===== src/sv/rd_pkg.sv =====
// Shared types and constants for the reversible deque.
// Command and response transaction structs, op and error codes.
// No dependencies.
package rd_pkg;

    localparam int DEPTH_DEFAULT = 16;
    localparam int DATA_W        = 32;
    localparam int COUNT_OUT_W   = 5;

    localparam logic signed [DATA_W-1:0] EMPTY_WORD = -32'sd1;

    typedef enum logic [2:0] {
        OP_NOP        = 3'd0,
        OP_PUSH_BACK  = 3'd1,
        OP_PUSH_FRONT = 3'd2,
        OP_POP_BACK   = 3'd3,
        OP_POP_FRONT  = 3'd4,
        OP_REVERSE    = 3'd5
    } t_op;

    typedef enum logic [1:0] {
        ERR_OK    = 2'd0,
        ERR_FULL  = 2'd1,
        ERR_EMPTY = 2'd2
    } t_err;

    typedef struct packed {
        logic [2:0]               op;
        logic signed [DATA_W-1:0] value;
    } t_cmd;

    typedef struct packed {
        logic signed [DATA_W-1:0] front_value;
        logic signed [DATA_W-1:0] back_value;
        logic [COUNT_OUT_W-1:0]   count;
        logic                     is_empty;
        logic                     is_full;
        logic                     is_reversed;
        logic [1:0]               error;
    } t_rsp;

endpackage


===== src/sv/reversible_deque.sv =====
// Top level of the reversible deque: ring buffer in one RAM, index/count
// registers, op decode and a three-state sequencer. Depends on rd_pkg, rd_ram.
//
//  channel   | handshake            | payload | direction
//  ----------+----------------------+---------+----------
//  command   | start / busy         | i_cmd   | in
//  response  | o_done (one cycle)   | o_rsp   | out
//
// A transaction runs through three states: the accept cycle (S_IDLE)
// updates the indices and writes a pushed word, S_READ reads the head and
// tail entries, S_RESP presents the result with o_done. The registered RAM
// read sets this. busy is high in S_READ and S_RESP; start is ignored then.
// Synchronous active-low reset empties the deque and clears the reverse flag;
// store contents stay undefined. The receiver cannot stall the response.
module reversible_deque
    import rd_pkg::*;
#(
    parameter int DEPTH = DEPTH_DEFAULT
) (
    input  logic i_clk,
    input  logic i_rst_n,
    input  logic start,
    input  t_cmd i_cmd,
    output logic busy,
    output logic o_done,
    output t_rsp o_rsp
);

    localparam int IW = $clog2(DEPTH);
    localparam int CW = $clog2(DEPTH + 1);

    typedef enum logic [2:0] {
        S_IDLE = 3'b001,
        S_READ = 3'b010,
        S_RESP = 3'b100
    } t_state;

    t_state r_state, n_state;

    // physical ring pointers, count and the reverse flag
    logic [IW-1:0] r_head, n_head;
    logic [IW-1:0] r_tail, n_tail;
    logic [CW-1:0] r_count, n_count;
    logic          r_rev, n_rev;
    logic [1:0]    r_err, n_err;

    logic              accept;
    logic              we;
    logic [IW-1:0]     waddr;
    logic [DATA_W-1:0] rd_head, rd_tail;
    logic              put_head, put_tail, take_head, take_tail;
    logic              cur_empty, cur_full;

    function automatic logic [IW-1:0] idx_inc(input logic [IW-1:0] i);
        return (i == IW'(DEPTH - 1)) ? '0 : i + 1'b1;
    endfunction

    function automatic logic [IW-1:0] idx_dec(input logic [IW-1:0] i);
        return (i == '0) ? IW'(DEPTH - 1) : i - 1'b1;
    endfunction

    assign accept    = start && !busy;
    assign cur_empty = (r_count == '0);
    assign cur_full  = (r_count == CW'(DEPTH));

    // map logical ends onto physical ends through the reverse flag
    always_comb begin
        put_head  = 1'b0;
        put_tail  = 1'b0;
        take_head = 1'b0;
        take_tail = 1'b0;
        case (i_cmd.op)
            OP_PUSH_BACK:  begin
                put_head = r_rev;
                put_tail = !r_rev;
            end
            OP_PUSH_FRONT: begin
                put_head = !r_rev;
                put_tail = r_rev;
            end
            OP_POP_BACK:   begin
                take_head = r_rev;
                take_tail = !r_rev;
            end
            OP_POP_FRONT:  begin
                take_head = !r_rev;
                take_tail = r_rev;
            end
            default:       ;
        endcase
    end

    // state update in the accept cycle
    always_comb begin
        n_head  = r_head;
        n_tail  = r_tail;
        n_count = r_count;
        n_rev   = r_rev;
        n_err   = r_err;
        we      = 1'b0;
        waddr   = r_head;
        if (accept) begin
            n_err = ERR_OK;
            if (i_cmd.op == OP_REVERSE) begin
                n_rev = !r_rev;
            end
            if (put_head || put_tail) begin
                if (cur_full) begin
                    n_err = ERR_FULL;
                end else begin
                    we      = 1'b1;
                    n_count = r_count + 1'b1;
                    if (cur_empty) begin
                        // first entry sits at head, tail is set to the same index
                        n_tail = r_head;
                        waddr  = r_head;
                    end else if (put_tail) begin
                        n_tail = idx_inc(r_tail);
                        waddr  = n_tail;
                    end else begin
                        n_head = idx_dec(r_head);
                        waddr  = n_head;
                    end
                end
            end
            if (take_head || take_tail) begin
                if (cur_empty) begin
                    n_err = ERR_EMPTY;
                end else begin
                    n_count = r_count - 1'b1;
                    if (r_count == CW'(1)) begin
                        n_tail = r_head;
                    end else if (take_tail) begin
                        n_tail = idx_dec(r_tail);
                    end else begin
                        n_head = idx_inc(r_head);
                    end
                end
            end
        end
    end

    always_comb begin
        n_state = r_state;
        case (r_state)
            S_IDLE:  if (accept) n_state = S_READ;
            S_READ:  n_state = S_RESP;
            S_RESP:  n_state = S_IDLE;
            default: n_state = S_IDLE;
        endcase
    end

    always_ff @(posedge i_clk) begin
        if (!i_rst_n) begin
            r_state <= S_IDLE;
            r_head  <= '0;
            r_tail  <= '0;
            r_count <= '0;
            r_rev   <= 1'b0;
        end else begin
            r_state <= n_state;
            r_head  <= n_head;
            r_tail  <= n_tail;
            r_count <= n_count;
            r_rev   <= n_rev;
        end
    end

    always_ff @(posedge i_clk) begin
        r_err <= n_err;
    end

    // reads run in the cycle after the write, so no same-entry overlap
    rd_ram #(
        .WIDTH (DATA_W),
        .DEPTH (DEPTH)
    ) u_ram (
        .i_clk     (i_clk),
        .i_we      (we),
        .i_waddr   (waddr),
        .i_wdata   (i_cmd.value),
        .i_raddr_a (r_head),
        .i_raddr_b (r_tail),
        .o_rdata_a (rd_head),
        .o_rdata_b (rd_tail)
    );

    assign busy   = (r_state != S_IDLE);
    assign o_done = (r_state == S_RESP);

    always_comb begin
        o_rsp.count       = COUNT_OUT_W'(r_count);
        o_rsp.is_empty    = cur_empty;
        o_rsp.is_full     = cur_full;
        o_rsp.is_reversed = r_rev;
        o_rsp.error       = r_err;
        if (cur_empty) begin
            o_rsp.front_value = EMPTY_WORD;
            o_rsp.back_value  = EMPTY_WORD;
        end else begin
            o_rsp.front_value = r_rev ? rd_tail : rd_head;
            o_rsp.back_value  = r_rev ? rd_head : rd_tail;
        end
    end

`ifndef SYNTHESIS
    a_count_bound: assert property (@(posedge i_clk) disable iff (!i_rst_n)
        r_count <= CW'(DEPTH))
        else $error("entry count above depth");

    a_resp_timing: assert property (@(posedge i_clk) disable iff (!i_rst_n)
        accept |-> ##2 o_done)
        else $error("response not two cycles after accept");

    a_full_err: assert property (@(posedge i_clk) disable iff (!i_rst_n)
        (o_done && o_rsp.error == ERR_FULL) |-> o_rsp.is_full)
        else $error("full error without full deque");

    a_empty_ptrs: assert property (@(posedge i_clk) disable iff (!i_rst_n)
        (r_count == '0) |-> (r_head == r_tail))
        else $error("empty deque with split pointers");
`endif

endmodule


===== src/sv/rd_ram.sv =====
// Generic RAM: one write port, two read ports with registered read data.
// Parameterized by word width and depth. No dependencies.
module rd_ram #(
    parameter int WIDTH = 32,
    parameter int DEPTH = 16
) (
    input  logic                     i_clk,
    input  logic                     i_we,
    input  logic [$clog2(DEPTH)-1:0] i_waddr,
    input  logic [WIDTH-1:0]         i_wdata,
    input  logic [$clog2(DEPTH)-1:0] i_raddr_a,
    input  logic [$clog2(DEPTH)-1:0] i_raddr_b,
    output logic [WIDTH-1:0]         o_rdata_a,
    output logic [WIDTH-1:0]         o_rdata_b
);

    logic [WIDTH-1:0] r_mem [DEPTH];

    always_ff @(posedge i_clk) begin
        if (i_we) begin
            r_mem[i_waddr] <= i_wdata;
        end
        o_rdata_a <= r_mem[i_raddr_a];
        o_rdata_b <= r_mem[i_raddr_b];
    end

endmodule

===== config.mk =====
export PLATFORM = sky130hd
export DESIGN_NAME = reversible_deque
export DESIGN_NICKNAME = d
export VERILOG_FILES = /design/src/sv/rd_pkg.sv /design/src/sv/reversible_deque.sv /design/src/sv/rd_ram.sv
export SDC_FILE = /design/constraint.sdc
export NUM_CORES = 1
export LEC_CHECK = 0
export BUFFER_PORTS_ARGS = -buffer_cell sky130_fd_sc_hd__clkbuf_2
export CAP_MARGIN = 20
export CORE_MARGIN = 5
export CORE_UTILIZATION = 56
export CTS_CLUSTER_SIZE = 16
export DETAILED_ROUTE_END_ITERATION = 7
export PLACE_DENSITY = 0.85
export SKIP_CTS_REPAIR_TIMING = 1
export SYNTH_ARGS = -nofsm -noshare
export SYNTH_HDL_FRONTEND = slang
export SYNTH_SLANG_ARGS = --single-unit

===== constraint.sdc =====
create_clock -name i_clk -period 5.3 [get_ports i_clk]
set_input_delay 1.59 -clock i_clk [delete_from_list [all_inputs] [get_ports i_clk]]
set_output_delay 1.59 -clock i_clk [all_outputs]
set_load 0.005 [all_outputs]

## Word-level counts from Yosys, hierarchy flattened

Memories as Yosys holds them, arrays and structs flattened. A register that Yosys moved wholly into a read port is not among the register bits.
Cells that the tools add are included.

- Input bits: 38
- Memory bits (writable): 512
- Register bits: 19
- Output and inout bits: 76
- Memories kept: 1
- Word-level logic and storage cells: 83

Memories:

| name | depth | width | read ports | clocked after memory_dff | write ports | RTL line | text |
|---|---|---|---|---|---|---|---|
| u_ram.r_mem | 16 | 32 | 2 | 2 | 1 | rd_ram.sv:17 | `logic [WIDTH-1:0] r_mem [DEPTH];` |

- Mux-type cells: 47
- Reductions and logical operators: 9
- Add/subtract/negate cells: 6
- Equal/unequal tests: 14

Operator list:

| kind | count |
|---|---|
| $mux W4 | 25 |
| $mux W32 | 2 |
| $mux W64 | 1 |
| $mux W5 | 4 |
| $eq A3 B2 Y1 const B | 3 |
| $eq A3 B3 Y1 const B | 3 |
| $add A4 B1 Y4 const B | 2 |
| $eq A4 B4 Y1 const B | 2 |
| $logic_not A4 Y1 | 2 |
| $pmux W1 S2 | 4 |
| $sub A4 B1 Y4 const B | 2 |
| $mux W1 | 7 |
| $eq A3 B1 Y1 const B | 2 |
| $pmux W3 S2 | 1 |
| $add A5 B1 Y5 const B | 1 |
| $eq A5 B1 Y1 const B | 1 |
| $eq A5 B5 Y1 const B | 1 |
| $logic_not A5 Y1 | 1 |
| $sub A5 B1 Y5 const B | 1 |
| $mux W2 | 2 |
| $mux W3 | 1 |
| $ne A3 B1 Y1 const B | 1 |
| $logic_not A1 Y1 | 2 |
| $logic_or A1 B1 Y1 | 2 |
| 3 further kinds | 3 |

## Logic depth before layout (Yosys ltp)

- Depth in word-level cells: 10
- Mapped depth: 10
- Mapped depth without buffers: 9

## Hierarchy

Synthesis repeated with hierarchy kept, for this count alone.

- Cell total of the unflattened synthesis: 1502
- Area total of the unflattened synthesis: 26835.7 µm²

Modules (own cells, without submodules):

| module | cells an instance | area each (µm²) | instances | sequential area each (µm²) |
|---|---|---|---|---|
| rd_ram | 1141 | 24186.9 | 1 | 16656.0 |
| reversible_deque | 361 | 2648.8 | 1 | 400.4 |

## Least setup slack after synthesis

Ideal clock, no wire load.

- Path type: input to register
- From: input port i_cmd[33] (netlist name)
- To: memory u_ram.r_mem[1][0] (enable)
- Arrival: 5230 ps
- Buffers on the path: 2
- Library setup time: 461 ps
- Stages on the path: 7
- Path slack: -391 ps
- Cells stage by stage: buf_4 -> or3b_4 -> a21oi_2 -> a211oi_1 -> or3b_1 -> buf_2 -> nor3_1

- Cells in the longest elaborated chain, start to end: 7

Ends and longest elaborated chain:

| what | RTL line | text |
|---|---|---|
| start, declared | reversible_deque.sv:23 | `input t_cmd i_cmd,` |
| $eq A3 B2 Y1 or $eq A3 B1 Y1 (tied branches) | reversible_deque.sv:72 | `case (i_cmd.op)` |
| $pmux W1 S2 | reversible_deque.sv:72 |  |
| $mux W4 or $logic_or A1 B1 Y1 (tied branches) | reversible_deque.sv:117, reversible_deque.sv:107 |  |
| $mux W4 or $mux W1 (tied branches) | reversible_deque.sv:113, reversible_deque.sv:107 |  |
| $mux W4 or $mux W1 (tied branches) | reversible_deque.sv:108, reversible_deque.sv:102 |  |
| $mux W4 or $mux W1 (tied branches) | reversible_deque.sv:107, rd_ram.sv:20 |  |
| $mux W4 or $mux W1 (tied branches) | reversible_deque.sv:102, rd_ram.sv:21 |  |
| end, declared | rd_ram.sv:17 |  |

Parallel ways exist; a longest one is shown, timed or not.

==> key figures <==
Worst setup path
  – Buf+Inv Stages, Crit Path: 3
  – Critical Path Source Type: flip-flop
  – Crit Path Class: reg -> out
  – Critical Path AT: 3.19 ns
  – FF-to-FF path depth: 8
  – R2r setup slk: 1.78 ns
  – Crit path largest cell delay: 0.60 ns
  – Max FO, Critical Path: 36
  – FF-to-FF Start: r_count[1]$_SDFFE_PN0P_
  – Crit-path leading delay family: simple AND/OR/NAND/NOR gates
  – Critical Path RT: 3.71 ns
  – Worst R2R End: u_ram.r_mem[12][16]$_DFFE_PP_
  – Crit. End Element: primary output
  – Crit path max-delay cell type: nand2_2
  – Critical path launch point: r_count[1]$_SDFFE_PN0P_
  – Crit path cell chain: inv_1 -> ha_1 -> nor3b_4 -> nand2_2 -> buf_4 -> nand2_1 -> clkbuf_2

Die
  – Chip width: 230 um
  – Std-Cell Core Area: 0.0477 mm2
  – Cell row count: 80
  – Die ar.: 0.0527 mm2
  – Die Y: 230 um
  – Initial Util: 0.566
  – # IOs: 114

Synth
  – Synth area leaders: edfxtp_1 (57%), mux4_2 (27%), dfxtp_1 (6.0%)
  – FFs w/ async S/R, synth: 0
  – Synth Area per Inst: 20.0 um2
  – Mux cell area share after synthesis: 0.292
  – Largest family of logic cells by synthesized area: multiplexers
  – Synth Register Bits: 595
  – Simple-gate share of the synthesized area: 0.0301
  – Post-synthesis sequential area ratio: 0.631
  – Gate count of the mapped netlist: 1349
  – Post-synth EDFFs: 514
  – Post-Synth XOR/XNOR Area: 0.00130
  – Synth warn: 0
  – Post-synthesis adder-cell area fraction: 0.00417
  – Synth Cell Area: 0.0270 mm2
  – Top_reg_cell synth: edfxtp_1
  – Count leader, synth: edfxtp_1
  – Syn Nets: 1396
  – Synth Area in Compound Gates: 0.0224
  – Yosys top cell by area: edfxtp_1
  – Share of the synthesized area in the top cell type: 0.571
  – Distinct cells, synth: 70
  – Synth cell count leaders: edfxtp_1 (514), mux4_2 (320), dfxtp_1 (81)

Clock network
  – Max Root-Sink Buffers: 3
  – Clock tree sinks: 595
  – CTS Root Cell: clkbuf_16
  – Clock Latency Late Sink: 0.63 ns
  – Count of H-tree levels built during CTS: 2
  – Clk slew on worst S/H paths: 0.07 ns
  – CTS tree: yes
  – Cts bufs inserted: 58

Drt
  – DR pass1 iterations: 5
  – DR DRC count: 0
  – Vias post-DR: 14804
  – Avg WL per Cell: 30.8 um
  – Total Routed Length: 65300 um
  – Detailed Route Iter0 Violations: 1648
  – Antenna-violating nets left: 0
  – Vias per cell: 6.98

STA
  – Final Hold Fails: 0
  – Clock Skews: 0.0314 ns
  – Final min period: 4.78 ns
  – Final worst path period share: 0.902
  – RSZ-0062 raised after global routing: false
  – Setup TNS: 0 ns
  – Tightest Pin Transition: 1.08 ns
  – Fin. max-slew vios: 0
  – Endpoints failing setup: 0
  – Relative max-transition margin: 0.268
  – Fmax: 0.209 GHz

Status
  – Status: finished, final reports clean

Finish
  – FF+latch area: 0.0171 mm2
  – Non-filler cells, final: 2120
  – NumNets Final: 1503
  – P&R area growth vs syn: 12.1%
  – Finished Cell Area: 0.0303 mm2
  – Filler cells: 3030
  – Multi-input logic area: 0.00959 mm2
  – Layout cell share with drive strength beyond 1: 0.400

Power and ir drop
  – Worst vdd ir: 0.310 mV
  – Power density over the cells: 324 mW/mm2
  – Post-layout power: 9.82 mW
  – Pleak: 9.22 nW

Hold path
  – Hold path cells: 2
  – Min-delay src: r_state[1]$_SDFFE_PN0P_
  – Hold Crit Class: reg -> reg
  – Hold Path Sink: r_state[2]$_SDFFE_PN0P_

GRT
  – Total gr overflow: 0
  – GRT Total Usage: 0.249
  – Vias in the first global route: 15433
  – Largest net degree at the start of global routing: 121
  – First-pass GRT wire length: 98600 um
  – Antenna violations before repair: 2

Job
  – Max-cap violations: 0

Placed design
  – # port buffers: 113
  – Placed insts: 2011
  – GPL Wtd Cong: 0.837
  – Area post-placement: 0.0284 mm2
  – DP Wirelength: 37800 um
==> logic make-up (layout without fill, tap and decap cells) <==
group,Yosys count,in the layout
AO/OA/AOI/OAI,80,80
buffers and inverters,118,273
other,0,1
XOR/XNOR,4,4
AND/OR/NAND/NOR,155,155
flip-flops,595,595
adder cells (fa/ha/maj),9,9
multiplexers,388,388
==> state kept, by name, summed over array words and instances, names as in the netlist <==
signal and count:
r_head 4, u_ram.o_rdata_b 32, r_rev 1, r_err 2, u_ram.o_rdata_a 32, r_tail 4
u_ram.r_mem 512, r_state 3, r_count 5
==> power breakdown <==
part / total [mW] / switching (mW) / internal, mW
Clock: 4.15 / 1.72 / 2.43
Combinational: 0.488 / 0.281 / 0.207
Sequential: 5.18 / 0.0429 / 5.13
Total: 9.82 / 2.04 / 7.77
==> cell type report <==
class / count / area share
sequential: 595 / 0.564
antenna: 1 / 0.0000826
clock buffer: 86 / 0.0555
timing repair buffer: 150 / 0.0287
multi-input combinational: 636 / 0.316
clock inverter: 22 / 0.00810
tap: 615 / 0.0254
inverter: 15 / 0.00186
==> worst max-delay path by stage <==
stage                                          endpoint  slack, ns  cells after the start
after floorplan             u_ram.r_mem[1][0]$_DFFE_PP_      -0.39                      7
after global placement    u_ram.r_mem[12][17]$_DFFE_PP_       0.89                      7
after detailed placement  u_ram.r_mem[12][17]$_DFFE_PP_       0.76                      7
after CTS                                     o_rsp[57]       0.50                      7
after global routing                          o_rsp[57]       0.30                      7
final                                         o_rsp[57]       0.52                      7
==> routing by layer <==
| layer | up-vias | GRT usage | part of all wire |
|---|---|---|---|
| met5 | - | 0 | 0.00015 |
| met2 | 884 | 0.427 | 0.52 |
| li1 | 5985 | - | - |
| met1 | 7772 | 0.328 | 0.37 |
| met3 | 161 | 0.0482 | 0.083 |
| met4 | 2 | 0.0791 | 0.034 |
==> worst reg2reg max path, delay by kind of cell (launching register included) <==
| family | cells | cell delay [ns] |
|---|---|---|
| flip-flops | 1 | 0.48 |
| AO/OA/AOI/OAI | 2 | 0.69 |
| AND/OR/NAND/NOR | 3 | 1.06 |
| adder cells (fa/ha/maj) | 1 | 0.22 |
| buffers and inverters | 2 | 0.65 |
==> cells in the final DEF (no fill, tap or decap), types with 3 or more instances in the layout <==
cell type / n
edfxtp_1: 514
mux4_2: 320
clkbuf_2: 113
nand2_1: 78
dfxtp_1: 73
mux2i_1: 66
clkbuf_16: 61
buf_4: 35
clkbuf_1: 19
nor2_1: 18
inv_1: 13
a21oi_1: 12
nor3_4: 12
clkinv_2: 10
nor3_1: 9
ha_1: 9
o31ai_1: 7
o21ai_0: 6
clkbuf_8: 6
o211ai_1: 5
nand3_1: 5
bufinv_16: 5
dfxtp_4: 5
o21ai_1: 4
o22ai_1: 4
nor3_2: 4
o311a_1: 4
a32oi_1: 4
a31oi_1: 4
nand2b_1: 3
o31a_1: 3
o21a_1: 3
a22o_1: 3
clkinv_1: 3
dfxtp_2: 3
==> metrics by stage <==
stage          hold slack, ns  setup WS, ns   util
5_1_grt                 0.503         0.299  0.634
2_1_floorplan           0.449        -0.391      -
3_5_place_dp            0.471         0.762  0.594
3_3_place_gp            0.465         0.887  0.594
4_1_cts                 0.480         0.501  0.634
6_report                0.482         0.520  0.634
Note: power is estimated with default switching activity, not from simulation.
